## src/sv/fet_pkg.sv

```systemverilog
// ============================================================================
// fet_pkg: shared types and constants of the filter expression tokenizer
// Token kinds, error codes, lexer modes and the token record layout.
// ============================================================================
package fet_pkg;

  localparam int unsigned REC_W = 5 + 16 + 16 + 16 + 64 + 1 + 2;

  typedef enum logic [4:0] {
    K_END = 5'd0, K_IDENT = 5'd1, K_STRING = 5'd2, K_INT = 5'd3, K_FLOAT = 5'd4,
    K_BOOL = 5'd5, K_NULL = 5'd6, K_EQ = 5'd7, K_NE = 5'd8, K_GT = 5'd9,
    K_GE = 5'd10, K_LT = 5'd11, K_LE = 5'd12, K_AND = 5'd13, K_OR = 5'd14,
    K_NOT = 5'd15, K_LPAREN = 5'd16, K_RPAREN = 5'd17, K_COMMA = 5'd18,
    K_COLON = 5'd19, K_ERROR = 5'd20
  } kind_t;

  typedef enum logic [1:0] {
    E_NONE = 2'd0, E_UNTERM = 2'd1, E_UNEXP = 2'd2, E_OVFL = 2'd3
  } err_t;

  // lexer modes, one-hot
  typedef enum logic [9:0] {
    M_IDLE    = 10'b0000000001,
    M_MINUS   = 10'b0000000010,
    M_INT     = 10'b0000000100,
    M_FRAC    = 10'b0000001000,
    M_EXPMARK = 10'b0000010000,
    M_EXPDIG  = 10'b0000100000,
    M_IDENT   = 10'b0001000000,
    M_STR     = 10'b0010000000,
    M_STRQ    = 10'b0100000000,
    M_SKIP    = 10'b1000000000
  } mode_t;

  typedef struct packed {
    kind_t       kind;
    logic [15:0] line;
    logic [15:0] start;
    logic [15:0] len;
    logic [63:0] ival;
    logic        bval;
    err_t        err;
  } rec_t;

  typedef struct packed {
    logic [1:0] cnt;    // number of records, 0..3
    rec_t       r0;
    rec_t       r1;
    rec_t       r2;
  } recs_t;

  function automatic logic is_digit(input logic [7:0] c);
    return c >= 8'h30 && c <= 8'h39;
  endfunction

  function automatic logic is_alpha(input logic [7:0] c);
    return (c >= 8'h61 && c <= 8'h7a) || (c >= 8'h41 && c <= 8'h5a);
  endfunction

  function automatic logic [7:0] to_lower(input logic [7:0] c);
    return (c >= 8'h41 && c <= 8'h5a) ? c + 8'd32 : c;
  endfunction

endpackage

```

## src/sv/fet_lexer.sv

```systemverilog
// ============================================================================
// fet_lexer: lexer state and per-byte token logic
// Holds the registered lexer state and forms up to three records per byte.
// ============================================================================
module fet_lexer #(
  parameter int unsigned KEYWORD_CHARS = 5,
  parameter int unsigned POS_W         = 16
) (
  input  logic           clk,
  input  logic           rst_n,
  input  logic           step,
  input  logic [7:0]     c,
  input  logic           last,
  output fet_pkg::recs_t recs
);
  import fet_pkg::*;

  localparam int unsigned KW_W = 8 * KEYWORD_CHARS;
  localparam logic [POS_W-1:0] POS_ONE = POS_W'(1);

  mode_t            mode_r, mode_nxt;
  logic [POS_W-1:0] pos_r, pos_nxt, tstart_r, tstart_nxt;
  logic [15:0]      line_r, line_nxt, tline_r, tline_nxt;
  logic [63:0]      mag_r, mag_nxt;
  logic             neg_r, neg_nxt, ovf_r, ovf_nxt;
  logic [KW_W-1:0]  kw_r, kw_nxt;
  logic [3:0]       kwl_r, kwl_nxt;

  // working copies during one byte
  mode_t            m;
  logic             taken, fin_err;
  logic [POS_W-1:0] endp;
  logic [1:0]       n;
  rec_t             o [3];
  rec_t             r;
  logic [63:0]      d64, lim, ival;
  logic [67:0]      acc;

  // keyword match on the window
  function automatic logic kw_is(input logic [KW_W-1:0] w, input logic [3:0] l,
                                 input logic [39:0] s, input logic [3:0] sl);
    return l == sl && w == KW_W'(s);
  endfunction

  function automatic rec_t mk(input kind_t k, input logic [15:0] ln,
                              input logic [POS_W-1:0] st, input logic [POS_W-1:0] ln2,
                              input logic [63:0] iv, input logic bv, input err_t e);
    rec_t t;
    t.kind = k; t.line = ln; t.start = 16'(st); t.len = 16'(ln2);
    t.ival = iv; t.bval = bv; t.err = e;
    return t;
  endfunction

  always_comb begin
    mode_nxt = mode_r; pos_nxt = pos_r; tstart_nxt = tstart_r;
    line_nxt = line_r; tline_nxt = tline_r; mag_nxt = mag_r;
    neg_nxt = neg_r; ovf_nxt = ovf_r; kw_nxt = kw_r; kwl_nxt = kwl_r;
    m = mode_r; taken = 1'b0; fin_err = 1'b0; n = 2'd0;
    o[0] = '0; o[1] = '0; o[2] = '0; r = '0;
    endp = pos_r; ival = '0;
    d64 = 64'(c[3:0]);
    // magnitude*10 + d, tested against the signed limit in 68 bits
    lim = neg_r ? 64'h8000_0000_0000_0000 : 64'h7FFF_FFFF_FFFF_FFFF;
    acc = {1'b0, mag_r, 3'b0} + {3'b0, mag_r, 1'b0} + {4'b0, d64};

    // continuation of the open token
    unique case (mode_r)
      M_MINUS: if (is_digit(c)) begin
        m = M_INT; neg_nxt = 1'b1; ovf_nxt = 1'b0; taken = 1'b1;
        mag_nxt = d64;
      end
      M_INT: begin
        if (is_digit(c)) begin
          taken = 1'b1;
          if (ovf_r || acc > {4'b0, lim}) ovf_nxt = 1'b1;
          else mag_nxt = acc[63:0];
        end else if (c == 8'h2e) begin
          m = M_FRAC; taken = 1'b1;
        end else if (c == 8'h65 || c == 8'h45) begin
          m = M_EXPMARK; taken = 1'b1;
        end
      end
      M_FRAC: begin
        if (is_digit(c)) taken = 1'b1;
        else if (c == 8'h65 || c == 8'h45) begin
          m = M_EXPMARK; taken = 1'b1;
        end
      end
      M_EXPMARK: if (c == 8'h2b || c == 8'h2d || is_digit(c)) begin
        m = M_EXPDIG; taken = 1'b1;
      end
      M_EXPDIG: if (is_digit(c)) taken = 1'b1;
      M_IDENT: if (is_alpha(c) || is_digit(c) || c == 8'h5f || c == 8'h2e || c == 8'h2f) begin
        if (kwl_r <= 4'(KEYWORD_CHARS)) begin
          kw_nxt = {kw_r[KW_W-9:0], to_lower(c)};
          kwl_nxt = kwl_r + 4'd1;
        end
        taken = 1'b1;
      end
      M_STR: begin
        if (c == 8'h27) m = M_STRQ;
        taken = 1'b1;
      end
      M_STRQ: if (c == 8'h27) begin
        m = M_STR; taken = 1'b1;
      end
      M_SKIP: taken = 1'b1;
      M_IDLE: ;
      default: ;
    endcase

    // close the token before this byte, then start from idle
    if (!taken) begin
      ival = neg_r ? 64'd0 - mag_r : mag_r;
      unique case (m)
        M_MINUS: begin
          o[n] = mk(K_ERROR, tline_r, tstart_r, POS_ONE, '0, 1'b0, E_UNEXP);
          n = n + 2'd1; m = M_SKIP; fin_err = 1'b1;
        end
        M_INT: begin
          if (ovf_r) begin
            o[n] = mk(K_ERROR, tline_r, tstart_r, pos_r - tstart_r, '0, 1'b0, E_OVFL);
            m = M_SKIP; fin_err = 1'b1;
          end else begin
            o[n] = mk(K_INT, tline_r, tstart_r, pos_r - tstart_r, ival, 1'b0, E_NONE);
            m = M_IDLE;
          end
          n = n + 2'd1;
        end
        M_FRAC, M_EXPMARK, M_EXPDIG: begin
          o[n] = mk(K_FLOAT, tline_r, tstart_r, pos_r - tstart_r, '0, 1'b0, E_NONE);
          n = n + 2'd1; m = M_IDLE;
        end
        M_IDENT: begin
          r = mk(K_IDENT, tline_r, tstart_r, pos_r - tstart_r, '0, 1'b0, E_NONE);
          if      (kw_is(kw_r, kwl_r, 40'h6571, 4'd2))       r.kind = K_EQ;
          else if (kw_is(kw_r, kwl_r, 40'h6e65, 4'd2))       r.kind = K_NE;
          else if (kw_is(kw_r, kwl_r, 40'h6774, 4'd2))       r.kind = K_GT;
          else if (kw_is(kw_r, kwl_r, 40'h6765, 4'd2))       r.kind = K_GE;
          else if (kw_is(kw_r, kwl_r, 40'h6c74, 4'd2))       r.kind = K_LT;
          else if (kw_is(kw_r, kwl_r, 40'h6c65, 4'd2))       r.kind = K_LE;
          else if (kw_is(kw_r, kwl_r, 40'h616e64, 4'd3))     r.kind = K_AND;
          else if (kw_is(kw_r, kwl_r, 40'h6f72, 4'd2))       r.kind = K_OR;
          else if (kw_is(kw_r, kwl_r, 40'h6e6f74, 4'd3))     r.kind = K_NOT;
          else if (kw_is(kw_r, kwl_r, 40'h74727565, 4'd4)) begin
            r.kind = K_BOOL; r.bval = 1'b1;
          end
          else if (kw_is(kw_r, kwl_r, 40'h66616c7365, 4'd5)) r.kind = K_BOOL;
          else if (kw_is(kw_r, kwl_r, 40'h6e756c6c, 4'd4))   r.kind = K_NULL;
          o[n] = r; n = n + 2'd1; m = M_IDLE;
        end
        M_STRQ: begin
          o[n] = mk(K_STRING, tline_r, tstart_r, pos_r - tstart_r, '0, 1'b0, E_NONE);
          n = n + 2'd1; m = M_IDLE;
        end
        M_STR: begin
          o[n] = mk(K_ERROR, tline_r, tstart_r, pos_r - tstart_r, '0, 1'b0, E_UNTERM);
          n = n + 2'd1; m = M_SKIP; fin_err = 1'b1;
        end
        M_SKIP: fin_err = 1'b1;
        M_IDLE: ;
        default: ;
      endcase

      // idle: start a token or emit a single-character one
      if (!fin_err) begin
        if (c == 8'h20 || c == 8'h09 || c == 8'h0d) begin
        end else if (c == 8'h0a) begin
          if (line_r != 16'hFFFF) line_nxt = line_r + 16'd1;
        end else if (c == 8'h27) begin
          m = M_STR; tstart_nxt = pos_r; tline_nxt = line_r;
        end else if (is_digit(c)) begin
          m = M_INT; tstart_nxt = pos_r; tline_nxt = line_r;
          neg_nxt = 1'b0; ovf_nxt = 1'b0; mag_nxt = d64;
        end else if (c == 8'h2d) begin
          m = M_MINUS; tstart_nxt = pos_r; tline_nxt = line_r;
        end else if (is_alpha(c) || c == 8'h5f) begin
          m = M_IDENT; tstart_nxt = pos_r; tline_nxt = line_r;
          kw_nxt = KW_W'(to_lower(c)); kwl_nxt = 4'd1;
        end else begin
          r = mk(K_ERROR, line_r, pos_r, POS_ONE, '0, 1'b0, E_UNEXP);
          unique case (c)
            8'h28: r = mk(K_LPAREN, line_r, pos_r, POS_ONE, '0, 1'b0, E_NONE);
            8'h29: r = mk(K_RPAREN, line_r, pos_r, POS_ONE, '0, 1'b0, E_NONE);
            8'h2c: r = mk(K_COMMA,  line_r, pos_r, POS_ONE, '0, 1'b0, E_NONE);
            8'h3a: r = mk(K_COLON,  line_r, pos_r, POS_ONE, '0, 1'b0, E_NONE);
            default: m = M_SKIP;
          endcase
          o[n] = r; n = n + 2'd1;
        end
      end
    end

    // end of text: close what is open, then the end record
    if (last) begin
      endp = pos_r + POS_ONE;
      unique case (m)
        M_MINUS: begin
          o[n] = mk(K_ERROR, tline_nxt, tstart_nxt, POS_ONE, '0, 1'b0, E_UNEXP);
          n = n + 2'd1; m = M_SKIP;
        end
        M_INT: begin
          if (ovf_nxt) begin
            o[n] = mk(K_ERROR, tline_nxt, tstart_nxt, endp - tstart_nxt, '0, 1'b0, E_OVFL);
            m = M_SKIP;
          end else
            o[n] = mk(K_INT, tline_nxt, tstart_nxt, endp - tstart_nxt,
                      neg_nxt ? 64'd0 - mag_nxt : mag_nxt, 1'b0, E_NONE);
          n = n + 2'd1;
        end
        M_FRAC, M_EXPMARK, M_EXPDIG: begin
          o[n] = mk(K_FLOAT, tline_nxt, tstart_nxt, endp - tstart_nxt, '0, 1'b0, E_NONE);
          n = n + 2'd1;
        end
        M_IDENT: begin
          r = mk(K_IDENT, tline_nxt, tstart_nxt, endp - tstart_nxt, '0, 1'b0, E_NONE);
          if      (kw_is(kw_nxt, kwl_nxt, 40'h6571, 4'd2))       r.kind = K_EQ;
          else if (kw_is(kw_nxt, kwl_nxt, 40'h6e65, 4'd2))       r.kind = K_NE;
          else if (kw_is(kw_nxt, kwl_nxt, 40'h6774, 4'd2))       r.kind = K_GT;
          else if (kw_is(kw_nxt, kwl_nxt, 40'h6765, 4'd2))       r.kind = K_GE;
          else if (kw_is(kw_nxt, kwl_nxt, 40'h6c74, 4'd2))       r.kind = K_LT;
          else if (kw_is(kw_nxt, kwl_nxt, 40'h6c65, 4'd2))       r.kind = K_LE;
          else if (kw_is(kw_nxt, kwl_nxt, 40'h616e64, 4'd3))     r.kind = K_AND;
          else if (kw_is(kw_nxt, kwl_nxt, 40'h6f72, 4'd2))       r.kind = K_OR;
          else if (kw_is(kw_nxt, kwl_nxt, 40'h6e6f74, 4'd3))     r.kind = K_NOT;
          else if (kw_is(kw_nxt, kwl_nxt, 40'h74727565, 4'd4)) begin
            r.kind = K_BOOL; r.bval = 1'b1;
          end
          else if (kw_is(kw_nxt, kwl_nxt, 40'h66616c7365, 4'd5)) r.kind = K_BOOL;
          else if (kw_is(kw_nxt, kwl_nxt, 40'h6e756c6c, 4'd4))   r.kind = K_NULL;
          o[n] = r; n = n + 2'd1;
        end
        M_STRQ: begin
          o[n] = mk(K_STRING, tline_nxt, tstart_nxt, endp - tstart_nxt, '0, 1'b0, E_NONE);
          n = n + 2'd1;
        end
        M_STR: begin
          o[n] = mk(K_ERROR, tline_nxt, tstart_nxt, endp - tstart_nxt, '0, 1'b0, E_UNTERM);
          n = n + 2'd1; m = M_SKIP;
        end
        M_SKIP: ;
        M_IDLE: ;
        default: ;
      endcase
      if (m != M_SKIP) begin
        o[n] = mk(K_END, line_nxt, endp, '0, '0, 1'b0, E_NONE);
        n = n + 2'd1;
      end
      // back to reset values
      mode_nxt = M_IDLE; pos_nxt = '0; tstart_nxt = '0; line_nxt = 16'd1;
      tline_nxt = 16'd1; mag_nxt = '0; neg_nxt = 1'b0; ovf_nxt = 1'b0;
      kw_nxt = '0; kwl_nxt = '0;
    end else begin
      mode_nxt = m;
      pos_nxt = pos_r + POS_ONE;
    end

    recs.cnt = n; recs.r0 = o[0]; recs.r1 = o[1]; recs.r2 = o[2];
  end

  // state registers
  always_ff @(posedge clk) begin
    if (!rst_n) begin
      mode_r <= M_IDLE; pos_r <= '0; tstart_r <= '0; line_r <= 16'd1;
      tline_r <= 16'd1; mag_r <= '0; neg_r <= 1'b0; ovf_r <= 1'b0;
      kw_r <= '0; kwl_r <= '0;
    end else if (step) begin
      mode_r <= mode_nxt; pos_r <= pos_nxt; tstart_r <= tstart_nxt;
      line_r <= line_nxt; tline_r <= tline_nxt; mag_r <= mag_nxt;
      neg_r <= neg_nxt; ovf_r <= ovf_nxt; kw_r <= kw_nxt; kwl_r <= kwl_nxt;
    end
  end

  // line counter never reaches zero
  a_line_nonzero: assert property (@(posedge clk) disable iff (!rst_n) line_r != 16'd0)
    else $error("line count zero");
  // last byte returns the lexer to idle
  a_last_idle: assert property (@(posedge clk) disable iff (!rst_n)
    step && last |=> mode_r == M_IDLE && pos_r == '0)
    else $error("not idle after last byte");
  // skip mode only left on the last byte
  a_skip_hold: assert property (@(posedge clk) disable iff (!rst_n)
    mode_r == M_SKIP && !(step && last) |=> mode_r == M_SKIP)
    else $error("skip mode left early");

endmodule

```

## src/sv/fet_outq.sv

```systemverilog
// ============================================================================
// fet_outq: record holding buffer and output serializer
// Stores up to three records of one byte and sends them one per word.
// ============================================================================
module fet_outq (
  input  logic           clk,
  input  logic           rst_n,
  input  logic           load,
  input  fet_pkg::recs_t recs_in,
  output logic           free,
  output logic           o_valid,
  input  logic           o_ready,
  output fet_pkg::rec_t  o_rec,
  output logic           o_last
);
  import fet_pkg::*;

  rec_t       buf_r [3];
  logic [1:0] cnt_r, idx_r;
  logic       pop;

  assign o_valid = cnt_r != 2'd0;
  assign pop     = o_valid && o_ready;
  assign o_last  = idx_r + 2'd1 == cnt_r;
  assign free    = !o_valid || (pop && o_last);

  always_comb begin
    unique case (idx_r)
      2'd0:    o_rec = buf_r[0];
      2'd1:    o_rec = buf_r[1];
      default: o_rec = buf_r[2];
    endcase
  end

  // payload
  always_ff @(posedge clk) begin
    if (load) begin
      buf_r[0] <= recs_in.r0; buf_r[1] <= recs_in.r1; buf_r[2] <= recs_in.r2;
    end
  end

  // control
  always_ff @(posedge clk) begin
    if (!rst_n) begin
      cnt_r <= '0; idx_r <= '0;
    end else if (load) begin
      cnt_r <= recs_in.cnt; idx_r <= '0;
    end else if (pop) begin
      if (o_last) begin
        cnt_r <= '0; idx_r <= '0;
      end else idx_r <= idx_r + 2'd1;
    end
  end

  a_idx_range: assert property (@(posedge clk) disable iff (!rst_n)
    o_valid |-> idx_r < cnt_r) else $error("index past count");
  a_hold: assert property (@(posedge clk) disable iff (!rst_n)
    o_valid && !o_ready |=> $stable(idx_r) && $stable(cnt_r)) else $error("lost word");
  a_load_free: assert property (@(posedge clk) disable iff (!rst_n)
    load |-> free) else $error("load over pending words");

endmodule

```

## src/sv/filter_expression_tokenizer.sv

```systemverilog
// Output: the records of an accepted byte are registered in fet_outq before they show on out_tdata.
// Throughput: one byte per cycle when each byte gives at most one record and out_tready
// stays high; a byte with several records holds the input until the output buffer drains.
// Reset: synchronous, active low; lexer at idle, offset 0, line 1.
// ============================================================================
// filter_expression_tokenizer: streaming tokenizer for filter text
// Lexer state in fet_lexer, record buffer and serializer in fet_outq.
// ============================================================================
module filter_expression_tokenizer #(
  parameter int unsigned KEYWORD_CHARS = 5
) (
  input  logic         clk,
  input  logic         rst_n,
  input  logic         in_tvalid,
  output logic         in_tready,
  input  logic [7:0]   in_tdata,   // [7:0] byte_req
  input  logic         in_tlast,   // last_byte
  output logic         out_tvalid,
  input  logic         out_tready,
  output logic [119:0] out_tdata,  // kind, line, start_res, span_length, ival,
                                   // bool_value, error
  output logic         out_tlast   // last_of_run
);
  import fet_pkg::*;

  recs_t recs;
  rec_t  rec;
  logic  free, step;

  assign in_tready = free;
  assign step      = in_tvalid && in_tready;

  fet_lexer #(.KEYWORD_CHARS(KEYWORD_CHARS), .POS_W(16)) u_lex (
    .clk(clk), .rst_n(rst_n), .step(step), .c(in_tdata), .last(in_tlast), .recs(recs)
  );

  fet_outq u_q (
    .clk(clk), .rst_n(rst_n), .load(step), .recs_in(recs), .free(free),
    .o_valid(out_tvalid), .o_ready(out_tready), .o_rec(rec), .o_last(out_tlast)
  );

  assign out_tdata = {rec.err, rec.bval, rec.ival, rec.len, rec.start, rec.line,
                      rec.kind};

endmodule
```

## config.mk

```make
export PLATFORM = sky130hd
export DESIGN_NAME = filter_expression_tokenizer
export DESIGN_NICKNAME = d
export VERILOG_FILES = /design/src/sv/fet_pkg.sv /design/src/sv/fet_lexer.sv /design/src/sv/fet_outq.sv /design/src/sv/filter_expression_tokenizer.sv
export SDC_FILE = /design/constraint.sdc
export NUM_CORES = 2
export LEC_CHECK = 0
export BUFFER_PORTS_ARGS = -buffer_cell sky130_fd_sc_hd__buf_2
export CORE_ASPECT_RATIO = 0.9
export CORE_MARGIN = 5
export CORE_UTILIZATION = 64
export DETAILED_ROUTE_END_ITERATION = 8
export GPL_TIMING_DRIVEN = 0
export HOLD_SLACK_MARGIN = 0.15
export PLACE_DENSITY = 0.82
export SYNTH_ARGS = -nofsm -noshare
export SYNTH_HDL_FRONTEND = slang
export SYNTH_HIERARCHICAL = 1
export SYNTH_SLANG_ARGS = --single-unit
```

## constraint.sdc

```tcl
create_clock -name clk -period 16 [get_ports clk]
set_input_delay 3.2 -clock clk [delete_from_list [all_inputs] [get_ports clk]]
set_output_delay 3.2 -clock clk [all_outputs]
set_load 0.02 [all_outputs]
```

==> run_results.csv <==
group,metric,value,unit
worst_setup_path,crit_path_end_kind,"register",
worst_setup_path,r2r_setup_slack,4.82,ns
cts,clock-sinks,548,
global_route,track_usage,44.6,%
sta,final-setup-viol-count,0,
yosys,yosys-top-cells-area,"edfxtp_1 27%, dfxtp_1 9.5%, ha_1 7.6%",
yosys,synth_top_cell_area_share,27.3,%
cells_and_area,final_util,70.8,%
status,status,"finished, violations left",
floorplan,dieArea,67000,um2
route,drt_iter0_drc,8165,
cells_and_area,layout_commonest_cell,"nand2_1",
route,routed_wl,157000,um
yosys,yosysSeqAreaShare,36.8,%
yosys,synthFlopType,"edfxtp_1",
global_route,grt_pass1_wl,229000,um
hold_path,holdPathEnd,"u_q/idx_r[1]",
yosys,synth_edf_count,360,
global_route,grt_max_degree,78,
worst_setup_path,critPathRequiredTime,16.32,ns
cts,clk_pin_slew,0.06,ns
floorplan,die_h,246,um
sta,worst_pin_slew,1.47,ns
job,max_cap_violations,1,
placed_design,gp_congestion,1.06,
yosys,syn-num-nets,4960,
yosys,synth_area,39700,um2
yosys,synth_seq_cells,548,
worst_setup_path,critical-path-max-stage-delay,0.79,ns
cts,cts_setup_buffers,0,
floorplan,io_pins,136,
cells_and_area,area_growth,9.44,%
worst_setup_path,critical_path.max_fanout,10,
pwr,vdd_ir_drop_max,0.0879,mV
placed_design,io_buffers,133,
pwr,powerDensity,84.0,nW/um2
hold_path,hold_path.class,"register to register",
sta,period_needed,13.47,ns
cts,cts-htree-levels,2,
cts,holdBufCountCts,0,
yosys,avgSynthCellArea,8.43,um2
worst_setup_path,arrival,13.79,ns
cells_and_area,nets,5156,
global_route,antenna_found_initial,6,
placed_design,hpwl,118000,um
worst_setup_path,reg2reg_depth,31,
worst_setup_path,rr_endpoint,"u_q/buf_r[0][66]",
worst_setup_path,crit_type,"primary input to register",
route,wl_per_cell,27.3,um
yosys,synth_cell_types,96,
worst_setup_path,crit_top_cell,"a21oi_1",
route,vias,41081,
cts,root_buffer,"clkbuf_16",
worst_setup_path,r2r-start,"u_lex/mag_r[2]",
route,ant_nets,0,
cells_and_area,fillers,4879,
floorplan,fp.dieW,272,um
worst_setup_path,start_kind,"primary input",
yosys,syn_inst,4703,
global_route,grt_pass1_vias,36665,
yosys,synth_top_area_cell,"edfxtp_1",
cts,cts_buffers,54,
cts,clk_path_buf_depth,3,
sta,timing.fmax,74.3,MHz
status,violations,"max-capacitance violations",
sta,period_share,84.2,%
worst_setup_path,crit_slowest_cell,"a2111oi_0",
yosys,yosys_warnings,6,
yosys,synthArstFlopShare,0,%
cts,postCtsResizedCells,0,
sta,final_max_slew_viol_count,0,
floorplan,initial_core_util,64.7,%
hold_path,hold_depth,2,
cts,tritoncts,"yes",
route,vias_per_cell,7.16,
cts,clkLatencyLatePin,0.66,ns
route,firstDrtPassIters,8,
cells_and_area,most-common-layout-cells,"547 x nand2_1, 491 x nor2_1, 370 x a21oi_1",
hold_path,hp-start,"u_q/idx_r[1]",
sta,final-hold-violation-count,0,
sta,finClkSkew,0.0666,ns
cells_and_area,drive_gt1_share,7.12,%
floorplan,coreArea,61300,um2
sta,rsz0062_at_grt,"no",
sta,worst_hold_slack,0.489,ns
pwr,leakagePower,16.4,nW
sta,maxSlewHeadroom,0.513,%
floorplan,rows,86,
global_route,overflow,0,
route,route.detailed.drc,0,
worst max-delay path by stage:
stage                start  slack, ns                to  depth (start not counted)
2_1_floorplan   out_tready       2.15    u_lex/kw_r[10]                         12
3_3_place_gp    out_tready      -1.29  u_lex/tline_r[0]                         13
3_5_place_dp   in_tdata[3]       2.53  u_q/buf_r[0][33]                         31
4_1_cts        in_tdata[3]       3.16  u_q/buf_r[0][33]                         31
5_1_grt        in_tdata[3]       2.50  u_q/buf_r[0][62]                         32
6_report       in_tdata[3]       2.53  u_q/buf_r[0][66]                         32
stage by stage:
stage	instances	area [um2]	setup WS [ns]	TNS, ns	power (mW)
3_5_place_dp	5635	41500	2.53	0	2.29
2_1_floorplan	4703	39700	2.15	0	2.08
6_report	5739	43400	2.53	0	3.65
3_3_place_gp	5628	41300	-1.29	-98.92	2.33
4_1_cts	5737	43400	3.16	0	3.61
5_1_grt	5737	43400	2.50	0	3.72
kinds of logic after synthesis:
kind of cell	after synthesis	share of synthesized area, %
multiplexers	42	1.08
AND/OR/NAND/NOR	1809	22.1
buffers and inverters	432	4.27
AO/OA/AOI/OAI	1378	22.5
adder cells (fa/ha/maj)	244	7.77
flip-flops	548	36.8
XOR/XNOR	250	5.54
layer usage:
layer | vias up | part of all wire [%] | track usage [%]
li1 | 17801 | - | -
met1 | 19143 | 40 | 66.6
met2 | 3602 | 37 | 58.1
met3 | 525 | 19 | 18.9
met4 | 10 | 4.1 | 13.2
met5 | - | 0.061 | 0.658
final cells by class:
| cell class | count | area, um2 | area share [%] |
|---|---|---|---|
| multi-input combinational | 3723 | 23400 | 53.9 |
| sequential | 548 | 14600 | 33.6 |
| clock buffer | 65 | 1470 | 3.39 |
| buffer | 334 | 1330 | 3.06 |
| tap | 792 | 991 | 2.28 |
| timing repair buffer | 140 | 835 | 1.92 |
| clock inverter | 37 | 420 | 0.969 |
| inverter | 98 | 368 | 0.848 |
| antenna | 2 | 5.00 | 0.0115 |
flip-flops by register name, summed over array words and instances (netlist names), 2 cells and up:
name	count
u_q/buf_r	360
u_lex/mag_r	64
u_lex/kw_r	40
u_lex/line_r	16
u_lex/pos_r	16
u_lex/tline_r	16
u_lex/tstart_r	16
u_lex/mode_r	10
u_lex/kwl_r	4
u_q/cnt_r	2
u_q/idx_r	2
critical path, delay by kind of cell:
| family | cells | cell delay [ns] |
|---|---|---|
| adder cells (fa/ha/maj) | 3 | 1.34 |
| XOR/XNOR | 2 | 0.91 |
| buffers and inverters | 6 | 2.28 |
| AO/OA/AOI/OAI | 12 | 3.53 |
| AND/OR/NAND/NOR | 9 | 2.50 |
synth_stat cells (28+ instances only):
| cell | n |
|---|---|
| a21oi_1 | 370 |
| edfxtp_1 | 360 |
| nand4_1 | 59 |
| nand2_1 | 547 |
| buf_1 | 29 |
| a31oi_1 | 42 |
| and2_1 | 56 |
| dfxtp_1 | 188 |
| ha_1 | 240 |
| nor3_1 | 106 |
| nor2_1 | 491 |
| or4_1 | 28 |
| nor4_1 | 49 |
| xor2_1 | 147 |
| buf_2 | 52 |
| clkbuf_1 | 252 |
| nand3_1 | 111 |
| mux2i_1 | 37 |
| and3_1 | 41 |
| o21ai_0 | 219 |
| nor2b_1 | 163 |
| xnor2_1 | 102 |
| o22ai_1 | 132 |
| a22oi_1 | 250 |
| a21o_1 | 33 |
| o31ai_1 | 35 |
| inv_1 | 97 |
power by group:
group | internal, mW | total, mW | leakage, nW | switching (mW)
Clock | 0.749 | 1.34 | 0.919 | 0.595
Combinational | 0.156 | 0.639 | 10.3 | 0.484
Sequential | 1.63 | 1.66 | 5.12 | 0.0353
Power figures use the tool's default switching activity.
